### src/rtl/qts_pkg.sv
`timescale 1ns / 1ps
`default_nettype none
// ----------------------------------------------------------------------------
// Quoted token splitter package
// Shared constants and result and queue entry types.
// ----------------------------------------------------------------------------
package qts_pkg;

	// Longest token is TOKEN_LIMIT-1 characters.
	localparam int TOKEN_LIMIT = 1024;
	localparam int LEN_W = $clog2(TOKEN_LIMIT);

	// Extra space and delimiter slots; the registers hold at most four bytes.
	localparam int EXTRA_CHAR_SLOTS = 4;
	localparam int MATCH_SLOTS = (EXTRA_CHAR_SLOTS < 4) ? EXTRA_CHAR_SLOTS : 4;

	// Configuration port.
	localparam int CFG_IDX_W = 2;
	localparam int CFG_DATA_W = 32;

	// Register map of the configuration port.
	typedef enum logic [CFG_IDX_W-1:0] {
		CFG_SPACE_CHARS = CFG_IDX_W'(0),
		CFG_SPACE_COUNT = CFG_IDX_W'(1),
		CFG_DELIM_CHARS = CFG_IDX_W'(2),
		CFG_DELIM_COUNT = CFG_IDX_W'(3)
	} cfg_reg_t;

	// Queue between the front and back parts (power of two).
	localparam int QDEPTH = 4;
	localparam int QPTR_W = $clog2(QDEPTH);

	// Results one input character can cause.
	localparam int MAX_RES = 3;

	typedef struct packed {
		logic       kind;   // 0 token character, 1 token end
		logic [7:0] value;
		logic       empty;
		logic       trunc;
		logic       done;   // closes the line
	} res_t;

	typedef struct packed {
		logic [1:0]              cnt;   // number of valid slots, 1 to 3
		res_t [MAX_RES-1:0]      slot;
	} entry_t;

	typedef struct packed {
		logic   valid;
		entry_t entry;
	} push_t;

	typedef struct packed {
		logic   valid;
		entry_t entry;
	} head_t;

endpackage
`default_nettype wire

### src/rtl/qts_in_if.sv
`timescale 1ns / 1ps
`default_nettype none
// ----------------------------------------------------------------------------
// Input channel
// Valid/ready channel carrying one character of the command line.
// ----------------------------------------------------------------------------
interface qts_in_if;
	logic       valid;
	logic       ready;
	logic [7:0] in_char;
	logic       line_end;

	modport source (output valid, output in_char, output line_end, input ready);
	modport sink (input valid, input in_char, input line_end, output ready);
endinterface
`default_nettype wire

### src/rtl/qts_out_if.sv
`timescale 1ns / 1ps
`default_nettype none
// ----------------------------------------------------------------------------
// Output channel
// Valid/ready channel carrying one token character or token end.
// ----------------------------------------------------------------------------
interface qts_out_if;
	logic       valid;
	logic       ready;
	logic       result_kind;
	logic [7:0] char_value;
	logic       token_empty;
	logic       token_truncated;
	logic       line_done;
	logic       last_of_run;

	modport source (output valid, output result_kind, output char_value,
		output token_empty, output token_truncated, output line_done,
		output last_of_run, input ready);
	modport sink (input valid, input result_kind, input char_value,
		input token_empty, input token_truncated, input line_done,
		input last_of_run, output ready);
endinterface
`default_nettype wire

### src/rtl/qts_front.sv
`timescale 1ns / 1ps
`default_nettype none
// ----------------------------------------------------------------------------
// Quoted token splitter front part
// Holds the configuration and scan state, classifies each character and
// builds the group of results it causes.
// ----------------------------------------------------------------------------
module qts_front import qts_pkg::*; (
	input  wire logic                  clk,
	input  wire logic                  arst_n,
	input  wire logic                  cfg_wr_en,
	input  wire logic [CFG_IDX_W-1:0]  cfg_index,
	input  wire logic [CFG_DATA_W-1:0] cfg_data,
	qts_in_if.sink                     in_ch,
	input  wire logic                  q_full,
	output push_t                      push
);

	localparam logic [7:0] CH_BSLASH = 8'd92;
	localparam logic [7:0] CH_DQUOTE = 8'd34;
	localparam logic [7:0] CH_SQUOTE = 8'd39;
	localparam logic [7:0] CH_BQUOTE = 8'd96;
	localparam logic [7:0] CH_SPACE  = 8'd32;
	localparam logic [7:0] CH_TAB    = 8'd9;
	localparam logic [7:0] CH_CR     = 8'd13;

	typedef enum logic [5:0] {
		M_SKIP      = 6'b000001,
		M_TOKEN     = 6'b000010,
		M_TOKEN_ESC = 6'b000100,
		M_QUOTE     = 6'b001000,
		M_QUOTE_ESC = 6'b010000,
		M_TRAIL     = 6'b100000
	} mode_t;

	typedef struct packed {
		mode_t              mode;
		logic [7:0]         oq;
		logic [7:0]         held;
		logic [LEN_W-1:0]   len;
		logic               drp;
		logic [1:0]         n;
		res_t [MAX_RES-1:0] s;
	} wk_t;

	logic [31:0] space_chars_q;
	logic [2:0]  space_count_q;
	logic [31:0] delim_chars_q;
	logic [2:0]  delim_count_q;

	mode_t            mode_q;
	logic [7:0]       oq_q;
	logic [7:0]       held_q;
	logic [LEN_W-1:0] len_q;
	logic             drp_q;

	logic       accept;
	logic       is_sp;
	logic       is_dl;
	logic [7:0] c;
	logic       le;
	wk_t        w;

	function automatic logic in_set(logic [31:0] chars, logic [2:0] cnt, logic [7:0] ch);
		logic hit;
		hit = 1'b0;
		for (int i = 0; i < MATCH_SLOTS; i++) begin
			if ((int'(cnt) > i) && (chars[8*i +: 8] != 8'd0) && (chars[8*i +: 8] == ch)) begin
				hit = 1'b1;
			end
		end
		return hit;
	endfunction

	function automatic wk_t f_char(wk_t wi, logic [7:0] ch);
		wk_t r;
		r = wi;
		if (wi.len < LEN_W'(TOKEN_LIMIT - 1)) begin
			r.s[wi.n] = res_t'{1'b0, ch, 1'b0, 1'b0, 1'b0};
			r.n = wi.n + 2'd1;
			r.len = wi.len + LEN_W'(1);
		end else begin
			r.drp = 1'b1;
		end
		return r;
	endfunction

	function automatic wk_t f_end(wk_t wi, logic [7:0] ch);
		wk_t r;
		r = wi;
		r.s[wi.n] = res_t'{1'b1, ch, (wi.len == '0), wi.drp, 1'b0};
		r.n = wi.n + 2'd1;
		r.len = '0;
		r.drp = 1'b0;
		return r;
	endfunction

	// A character that starts or continues a token.
	function automatic wk_t f_tok(wk_t wi, logic [7:0] ch, logic lend);
		wk_t r;
		r = wi;
		if ((ch == CH_DQUOTE) || (ch == CH_SQUOTE) || (ch == CH_BQUOTE)) begin
			r.oq = ch;
			r.mode = M_QUOTE;
		end else if ((ch == CH_BSLASH) && !lend) begin
			r.mode = M_TOKEN_ESC;
		end else begin
			r = f_char(wi, ch);
			r.mode = M_TOKEN;
		end
		return r;
	endfunction

	assign c = in_ch.in_char;
	assign le = in_ch.line_end;
	assign in_ch.ready = !q_full;
	assign accept = in_ch.valid && !q_full;

	assign is_sp = (c == CH_SPACE) || ((c >= CH_TAB) && (c <= CH_CR)) ||
		in_set(space_chars_q, space_count_q, c);
	assign is_dl = in_set(delim_chars_q, delim_count_q, c);

	always_comb begin
		w.mode = mode_q;
		w.oq   = oq_q;
		w.held = held_q;
		w.len  = len_q;
		w.drp  = drp_q;
		w.n    = 2'd0;
		w.s    = '0;
		case (mode_q)
			M_SKIP: begin
				if (is_sp) begin
					w.mode = M_SKIP;
				end else if (is_dl) begin
					w = f_end(w, c);
				end else begin
					w = f_tok(w, c, le);
				end
			end
			M_TOKEN: begin
				if (is_sp) begin
					w.held = c;
					w.mode = M_TRAIL;
				end else if (is_dl) begin
					w = f_end(w, c);
					w.mode = M_SKIP;
				end else begin
					w = f_tok(w, c, le);
				end
			end
			M_TOKEN_ESC: begin
				w = f_char(w, c);
				w.mode = M_TOKEN;
			end
			M_QUOTE: begin
				if (c == oq_q) begin
					w.mode = M_TOKEN;
				end else if ((c == CH_BSLASH) && !le) begin
					w.mode = M_QUOTE_ESC;
				end else begin
					w = f_char(w, c);
				end
			end
			M_QUOTE_ESC: begin
				w = f_char(w, c);
				w.mode = M_QUOTE;
			end
			M_TRAIL: begin
				if (is_sp) begin
					w.mode = M_TRAIL;
				end else if (is_dl) begin
					w = f_end(w, c);
					w.mode = M_SKIP;
				end else begin
					w = f_end(w, held_q);
					w.mode = M_SKIP;
					w = f_tok(w, c, le);
				end
			end
			default: begin
				w.mode = M_SKIP;
			end
		endcase

		if (le) begin
			if (w.mode == M_SKIP) begin
				if (w.n == 2'd0) begin
					w = f_end(w, 8'd0);
				end
			end else if (w.mode == M_TRAIL) begin
				w = f_end(w, w.held);
			end else begin
				w = f_end(w, 8'd0);
			end
			w.s[w.n - 2'd1].done = 1'b1;
			w.mode = M_SKIP;
			w.oq   = 8'd0;
			w.held = 8'd0;
			w.len  = '0;
			w.drp  = 1'b0;
		end
	end

	assign push.valid = accept && (w.n != 2'd0);
	assign push.entry.cnt = w.n;
	assign push.entry.slot = w.s;

	always_ff @(posedge clk or negedge arst_n) begin
		if (!arst_n) begin
			space_chars_q <= '0;
			space_count_q <= '0;
			delim_chars_q <= '0;
			delim_count_q <= '0;
		end else if (cfg_wr_en) begin
			case (cfg_index)
				CFG_SPACE_CHARS: space_chars_q <= cfg_data[31:0];
				CFG_SPACE_COUNT: space_count_q <= cfg_data[2:0];
				CFG_DELIM_CHARS: delim_chars_q <= cfg_data[31:0];
				CFG_DELIM_COUNT: delim_count_q <= cfg_data[2:0];
				default: ;
			endcase
		end
	end

	always_ff @(posedge clk or negedge arst_n) begin
		if (!arst_n) begin
			mode_q <= M_SKIP;
			oq_q   <= '0;
			held_q <= '0;
			len_q  <= '0;
			drp_q  <= 1'b0;
		end else if (accept) begin
			mode_q <= w.mode;
			oq_q   <= w.oq;
			held_q <= w.held;
			len_q  <= w.len;
			drp_q  <= w.drp;
		end
	end

endmodule
`default_nettype wire

### src/rtl/qts_queue.sv
`timescale 1ns / 1ps
`default_nettype none
// ----------------------------------------------------------------------------
// Quoted token splitter queue
// Short queue of result groups between the front and back parts.
// ----------------------------------------------------------------------------
module qts_queue import qts_pkg::*; (
	input  wire logic  clk,
	input  wire logic  arst_n,
	input  wire push_t push,
	input  wire logic  pop,
	output logic       full,
	output head_t      head
);

	entry_t            mem_q [QDEPTH];
	logic [QPTR_W-1:0] wr_ptr_q;
	logic [QPTR_W-1:0] rd_ptr_q;
	logic [QPTR_W:0]   cnt_q;
	logic              do_push;
	logic              do_pop;

	assign full = (cnt_q == (QPTR_W+1)'(QDEPTH));
	assign head.valid = (cnt_q != '0);
	assign head.entry = mem_q[rd_ptr_q];

	assign do_push = push.valid && !full;
	assign do_pop = pop && head.valid;

	always_ff @(posedge clk) begin
		if (do_push) begin
			mem_q[wr_ptr_q] <= push.entry;
		end
	end

	always_ff @(posedge clk or negedge arst_n) begin
		if (!arst_n) begin
			wr_ptr_q <= '0;
			rd_ptr_q <= '0;
			cnt_q    <= '0;
		end else begin
			if (do_push) begin
				wr_ptr_q <= wr_ptr_q + QPTR_W'(1);
			end
			if (do_pop) begin
				rd_ptr_q <= rd_ptr_q + QPTR_W'(1);
			end
			if (do_push && !do_pop) begin
				cnt_q <= cnt_q + (QPTR_W+1)'(1);
			end else if (do_pop && !do_push) begin
				cnt_q <= cnt_q - (QPTR_W+1)'(1);
			end
		end
	end

endmodule
`default_nettype wire

### src/rtl/qts_back.sv
`timescale 1ns / 1ps
`default_nettype none
// ----------------------------------------------------------------------------
// Quoted token splitter back part
// Sends the results of each queued group one at a time through an
// output register.
// ----------------------------------------------------------------------------
module qts_back import qts_pkg::*; (
	input  wire logic  clk,
	input  wire logic  arst_n,
	input  wire head_t head,
	output logic       pop,
	qts_out_if.source  out_ch
);

	logic       out_valid_q;
	res_t       res_q;
	logic       last_q;
	logic [1:0] idx_q;
	logic       ld;
	logic       last;

	assign ld = !out_valid_q || out_ch.ready;
	assign last = (idx_q == (head.entry.cnt - 2'd1));
	assign pop = ld && head.valid && last;

	always_ff @(posedge clk or negedge arst_n) begin
		if (!arst_n) begin
			out_valid_q <= 1'b0;
			idx_q       <= '0;
		end else if (ld) begin
			out_valid_q <= head.valid;
			if (head.valid) begin
				idx_q <= last ? 2'd0 : (idx_q + 2'd1);
			end
		end
	end

	always_ff @(posedge clk) begin
		if (ld && head.valid) begin
			res_q  <= head.entry.slot[idx_q];
			last_q <= last;
		end
	end

	assign out_ch.valid           = out_valid_q;
	assign out_ch.result_kind     = res_q.kind;
	assign out_ch.char_value      = res_q.value;
	assign out_ch.token_empty     = res_q.empty;
	assign out_ch.token_truncated = res_q.trunc;
	assign out_ch.line_done       = res_q.done;
	assign out_ch.last_of_run     = last_q;

endmodule
`default_nettype wire

### src/rtl/quoted_token_splitter_unit.sv
// Each result group is queued as its character is accepted, then sent from the
// output register. Throughput: one character per cycle while the four-group
// queue has room; the output sends one result per cycle while the receiver
// is ready, so a character causing several results holds it until all are
// sent. Reset (arst_n low, asynchronous) clears the configuration, scan
// state, queue and output valid; there is no clearing pass.
`timescale 1ns / 1ps
`default_nettype none
// ----------------------------------------------------------------------------
// Quoted token splitter
// Cuts a command line, one character per request, into tokens with quote
// spans, backslash escapes, extra space and delimiter characters.
// ----------------------------------------------------------------------------
module quoted_token_splitter_unit import qts_pkg::*; (
	input  wire logic                  clk,
	input  wire logic                  arst_n,
	input  wire logic                  cfg_wr_en,
	input  wire logic [CFG_IDX_W-1:0]  cfg_index,
	input  wire logic [CFG_DATA_W-1:0] cfg_data,
	qts_in_if.sink                     in_ch,
	qts_out_if.source                  out_ch
);

	// The front part accepts a character whenever the queue has room. It
	// classifies the character against the whitespace set, the extra space
	// slots, the delimiter slots and the quote characters, steps the scan
	// state and builds the whole group of results (up to three) the
	// character causes. Characters that cause nothing leave no entry.
	push_t push;
	logic  q_full;

	// The queue holds result groups so that a stalled output does not stop
	// the input until the queue fills.
	head_t head;
	logic  pop;

	qts_front u_front (
		.clk       (clk),
		.arst_n    (arst_n),
		.cfg_wr_en (cfg_wr_en),
		.cfg_index (cfg_index),
		.cfg_data  (cfg_data),
		.in_ch     (in_ch),
		.q_full    (q_full),
		.push      (push)
	);

	qts_queue u_queue (
		.clk    (clk),
		.arst_n (arst_n),
		.push   (push),
		.pop    (pop),
		.full   (q_full),
		.head   (head)
	);

	// The back part walks the slots of the head group and loads each result
	// into the output register; the group leaves the queue with its last
	// result, which also carries the end-of-run mark.
	qts_back u_back (
		.clk    (clk),
		.arst_n (arst_n),
		.head   (head),
		.pop    (pop),
		.out_ch (out_ch)
	);

endmodule
`default_nettype wire

### src/flat_wrapper.sv
// flat-port wrapper written by rule: the top's interface ports become plain ports
module quoted_token_splitter_unit_flat import qts_pkg::*;
  (clk, arst_n, cfg_wr_en, cfg_index, cfg_data, in_ch_valid, in_ch_in_char, in_ch_line_end, in_ch_ready, out_ch_valid, out_ch_result_kind, out_ch_char_value, out_ch_token_empty, out_ch_token_truncated, out_ch_line_done, out_ch_last_of_run, out_ch_ready);
  qts_in_if in_ch_i ();
  qts_out_if out_ch_i ();
  input  wire logic clk;
  input  wire logic arst_n;
  input  wire logic cfg_wr_en;
  input  wire logic [CFG_IDX_W-1:0] cfg_index;
  input  wire logic [CFG_DATA_W-1:0] cfg_data;
  input wire logic [$bits(in_ch_i.valid)-1:0] in_ch_valid;
  input wire logic [$bits(in_ch_i.in_char)-1:0] in_ch_in_char;
  input wire logic [$bits(in_ch_i.line_end)-1:0] in_ch_line_end;
  output wire logic [$bits(in_ch_i.ready)-1:0] in_ch_ready;
  output wire logic [$bits(out_ch_i.valid)-1:0] out_ch_valid;
  output wire logic [$bits(out_ch_i.result_kind)-1:0] out_ch_result_kind;
  output wire logic [$bits(out_ch_i.char_value)-1:0] out_ch_char_value;
  output wire logic [$bits(out_ch_i.token_empty)-1:0] out_ch_token_empty;
  output wire logic [$bits(out_ch_i.token_truncated)-1:0] out_ch_token_truncated;
  output wire logic [$bits(out_ch_i.line_done)-1:0] out_ch_line_done;
  output wire logic [$bits(out_ch_i.last_of_run)-1:0] out_ch_last_of_run;
  input wire logic [$bits(out_ch_i.ready)-1:0] out_ch_ready;
  assign in_ch_i.valid = in_ch_valid;
  assign in_ch_i.in_char = in_ch_in_char;
  assign in_ch_i.line_end = in_ch_line_end;
  assign in_ch_ready = in_ch_i.ready;
  assign out_ch_valid = out_ch_i.valid;
  assign out_ch_result_kind = out_ch_i.result_kind;
  assign out_ch_char_value = out_ch_i.char_value;
  assign out_ch_token_empty = out_ch_i.token_empty;
  assign out_ch_token_truncated = out_ch_i.token_truncated;
  assign out_ch_line_done = out_ch_i.line_done;
  assign out_ch_last_of_run = out_ch_i.last_of_run;
  assign out_ch_i.ready = out_ch_ready;
  quoted_token_splitter_unit u_core (.clk(clk), .arst_n(arst_n), .cfg_wr_en(cfg_wr_en), .cfg_index(cfg_index), .cfg_data(cfg_data), .in_ch(in_ch_i), .out_ch(out_ch_i));
endmodule
### config.mk
export PLATFORM = sky130hd
export DESIGN_NAME = quoted_token_splitter_unit_flat
export DESIGN_NICKNAME = d
export VERILOG_FILES = /design/src/rtl/qts_pkg.sv /design/src/rtl/qts_in_if.sv /design/src/rtl/qts_out_if.sv /design/src/rtl/qts_front.sv /design/src/rtl/qts_queue.sv /design/src/rtl/qts_back.sv /design/src/rtl/quoted_token_splitter_unit.sv /design/src/flat_wrapper.sv
export SDC_FILE = /design/constraint.sdc
export NUM_CORES = 1
export LEC_CHECK = 0
export ABC_AREA = 0
export BUFFER_PORTS_ARGS = -buffer_cell sky130_fd_sc_hd__clkbuf_2
export CAP_MARGIN = 5
export CORE_MARGIN = 2
export CORE_UTILIZATION = 45
export CTS_BUF_LIST = sky130_fd_sc_hd__clkbuf_4 sky130_fd_sc_hd__clkbuf_8
export DETAILED_ROUTE_END_ITERATION = 10
export PLACE_DENSITY = 0.71
export SLEW_MARGIN = 10
export SYNTH_ARGS = -nofsm -noshare
export SYNTH_HDL_FRONTEND = slang
export SYNTH_SLANG_ARGS = --single-unit
### constraint.sdc
create_clock -name clk -period 10.2 [get_ports clk]
set_input_delay 0 -clock clk [delete_from_list [all_inputs] [get_ports clk]]
set_output_delay 0 -clock clk [all_outputs]
set_load 0.01 [all_outputs]
==> metrics <==
status complete, no violations; Final Max Slew Viols 0; Post-synth EDFFs 165; Avg Inst Size Synth 13.1 um^2; post-synthesis compound-gate area fraction a little under 9%; root buffer cell clkbuf_8; Worst slew margin around 29%; width of the die between 150 and 200 um; adder-cell share of the synthesized area approximately 1.1%; top_reg_cell synth edfxtp_1; Total GRT Usage 19.3%; Synth Warn # 0; Post-CTS Setup Inserts 0; Layout area overhead 14.1%; final setup margin 5.70 ns; Netlist cell types 83; critical path class register to register; min Tclk post-route 4.50 ns; Port Buf Inserts 62; most common cell after layout, fill and taps aside edfxtp_1; RSZ-0062 raised after global routing false; overflow left after global routing 0; commonest non-fill, non-tap cells in the layout 165 x edfxtp_1, 111 x dfrtp_1, 77 x nand2_1; post-synthesis simple-gate area fraction between 10% and 20%; Mapped Cells around 1000; post-synth net total 1102; xor and xnor fraction of the mapped netlist area 5.37%; Antenna diodes 0; Nets 1197; Worst IR Drop VDD 0.113 mV; Tcrit/Tclk final between 40 and 50%; Hold Vio Cnt, Final 0; main combinational cell family by area after synthesis multiplexers; #FFs+latches synth between 200 and 300; Post-Syn Area 13700 um^2; via count 8803; drt initial violations 681; Core Util, Final a little over half; HPWL after DPL 19600 um; share of cells above drive strength 1 between 20% and 30%; first-pass GRT wire length 48300 um; drt pass-1 iters 5; Max Cap Viol 0; CP Data Required Time ~10 ns; Pleak 0.00597 uW; post-placement worst setup slack 5.69 ns; Row Count 63; fmax 222 MHz; Startpoint Class register; H-tree depth 2; sequential cell area fraction in the yosys report 56.9%; final wirelength a little over 30000 um; clock sink total 278; clk slew on worst S/H paths 0.06 ns; total negative slack 0 ns; Setup Skew 0.0156 ns; Final Setup Violations 0; Clock Latency Late Sink 0.55 ns; die area around 32000 um^2; type of the worst min-delay path primary input to register; FFs w/ async S/R, synth 40.6%; CTS tree yes; pwr dens 254 nW/um^2; vias per cell 5.64; largest net degree at the start of global routing 83; Worst EP arrival 4.66 ns; Ports 63; Max clock buf depth 3; Die Y between 150 and 200 um; Placed Area 14200 um^2; Initial Util 45.9%; CP max FO 38; vias in the first global route 8851; nature of the critical path endpoint register; gpl congestion 0.935; WL/cell 19.4 um; antenna-violating nets left 0; multiplexer area fraction after synthesis 13.9%; core area 29800 um^2; Worst Tran Pin Value ~1.1 ns; Finished Cell Area 15600 um^2; DRC violations left 0; TritonCTS buffer count 45; initial antenna violation count 0
## where the power goes
part | switching [uW] | internal (uW)
Clock | 441 | 605
Sequential | 133 | 1530
Combinational | 728 | 521
## stage by stage
step	hold slack, ns	power (uW)	instances
after floorplan	-0.296	2590	1043
after global placement	-0.0256	2890	1441
after detailed placement	-0.0174	2930	1441
after CTS	0.0159	3990	1562
after global routing	0.0793	4180	1562
final	0.0685	3960	1562
## critical path, cell delays in order, from the launching register on
cell and delay, ns:
dfrtp_1 0.41, nor4_1 0.30, a21oi_1 0.10, o2111ai_1 0.20
o21ai_1 0.14, or2_4 0.36, o211ai_2 0.22, nand3_4 0.16
nor2b_2 0.42, ha_1 0.35, a41o_1 0.25, a31oi_4 0.26
and2_2 0.91
## repair_timing
item	4_1_cts	5_1_grt
hold endpoints to repair	109	0
hold buffers	40	0
gates resized for setup	0	0
## state kept, by name, summed over array words and instances, names as in the netlist, 2 cells and up
name,count
u_core.u_front.mode_q,6
u_core.u_queue.cnt_q,3
u_core.u_front.delim_chars_q,32
u_core.u_front.len_q,10
u_core.u_back.out_ch.char_value,8
u_core.u_queue.wr_ptr_q,2
u_core.u_front.space_count_q,3
u_core.u_front.held_q,8
u_core.u_front.oq_q,8
u_core.u_front.delim_count_q,3
u_core.u_queue.rd_ptr_q,2
u_core.u_back.idx_q,2
u_core.u_front.space_chars_q,32
u_core.u_queue.mem_q,152
## metal layers
| metal | global-route usage [%] | wire length [um] | up-vias |
|---|---|---|---|
| met4 | 4.84 | 488 | 0 |
| met3 | 2.96 | 1600 | 44 |
| met1 | 26.7 | 13600 | 4378 |
| met2 | 32.2 | 14600 | 278 |
| li1 | - | - | 4103 |
| met5 | 0 | 0 | - |
## synth_stat cells (all sizes together) (4+ instances only)
cell,n,area (um^2)
xor2,52,455
o21ai,53,273
a31oi,4,40.0
inv,26,100
xnor2,32,280
nor2b,5,33.8
and2,22,138
edfxtp,165,4950
nor2,46,189
a211oi,6,45.0
or2,4,27.5
o31ai,8,78.8
nor3,20,110
nand3b,6,45.0
nor3b,4,35.0
clkbuf,24,90.1
nand4,10,62.6
and3,8,50.1
nand2b,4,25.0
nor4,26,175
mux2i,23,230
a21oi,29,149
a21o,9,67.6
o22ai,19,119
or3,5,31.3
nand2,79,302
mux4,38,856
ha,10,125
nand3,27,153
dfrtp,112,2800
o311ai,4,60.1
a22oi,17,128
mux2,72,815
a22o,5,43.8
buf,37,262
## layout make-up
class	instances	area, um^2
Multi-Input combinational cell	678	5470
Fill cell	2493	14200
Inverter	26	100
Clock buffer	67	835
Tap cell	390	488
Sequential cell	278	7780
Timing Repair Buffer	109	776
Clock inverter	14	163
## path summary, 6_finish.rpt
check / slack [ns] / depth (start not counted) / from / to
min in group asynchronous: 0.53 / 3 / arst_n / u_core.u_front.mode_q[0]$_DFFE_PN1P_
max in group asynchronous: 8.61 / 4 / arst_n / u_core.u_front.space_chars_q[31]$_DFFE_PN0P_
setup reg to reg: 5.70 / 12 / u_core.u_front.delim_chars_q[11]$_DFFE_PN0P_ / u_core.u_queue.mem_q[2][18]$_DFFE_PP_
setup / recovery: 5.70 / 12 / u_core.u_front.delim_chars_q[11]$_DFFE_PN0P_ / u_core.u_queue.mem_q[2][18]$_DFFE_PP_
hold / removal: 0.07 / 2 / in_ch_line_end / u_core.u_front.oq_q[5]$_DFFE_PN0P_
hold reg to reg: 0.50 / 1 / u_core.u_queue.cnt_q[2]$_DFFE_PN0P_ / u_core.u_queue.cnt_q[2]$_DFFE_PN0P_
## logic make-up (layout without fill, tap and decap cells)
logic type               count (synthesis)  after routing
flip-flops                             278            278
buffers and inverters                   87            216
adder cells (fa/ha/maj)                 11             11
AO/OA/AOI/OAI                          175            175
AND/OR/NAND/NOR                        275            275
XOR/XNOR                                84             84
multiplexers                           133            133
(Power assumes the default switching activity.)
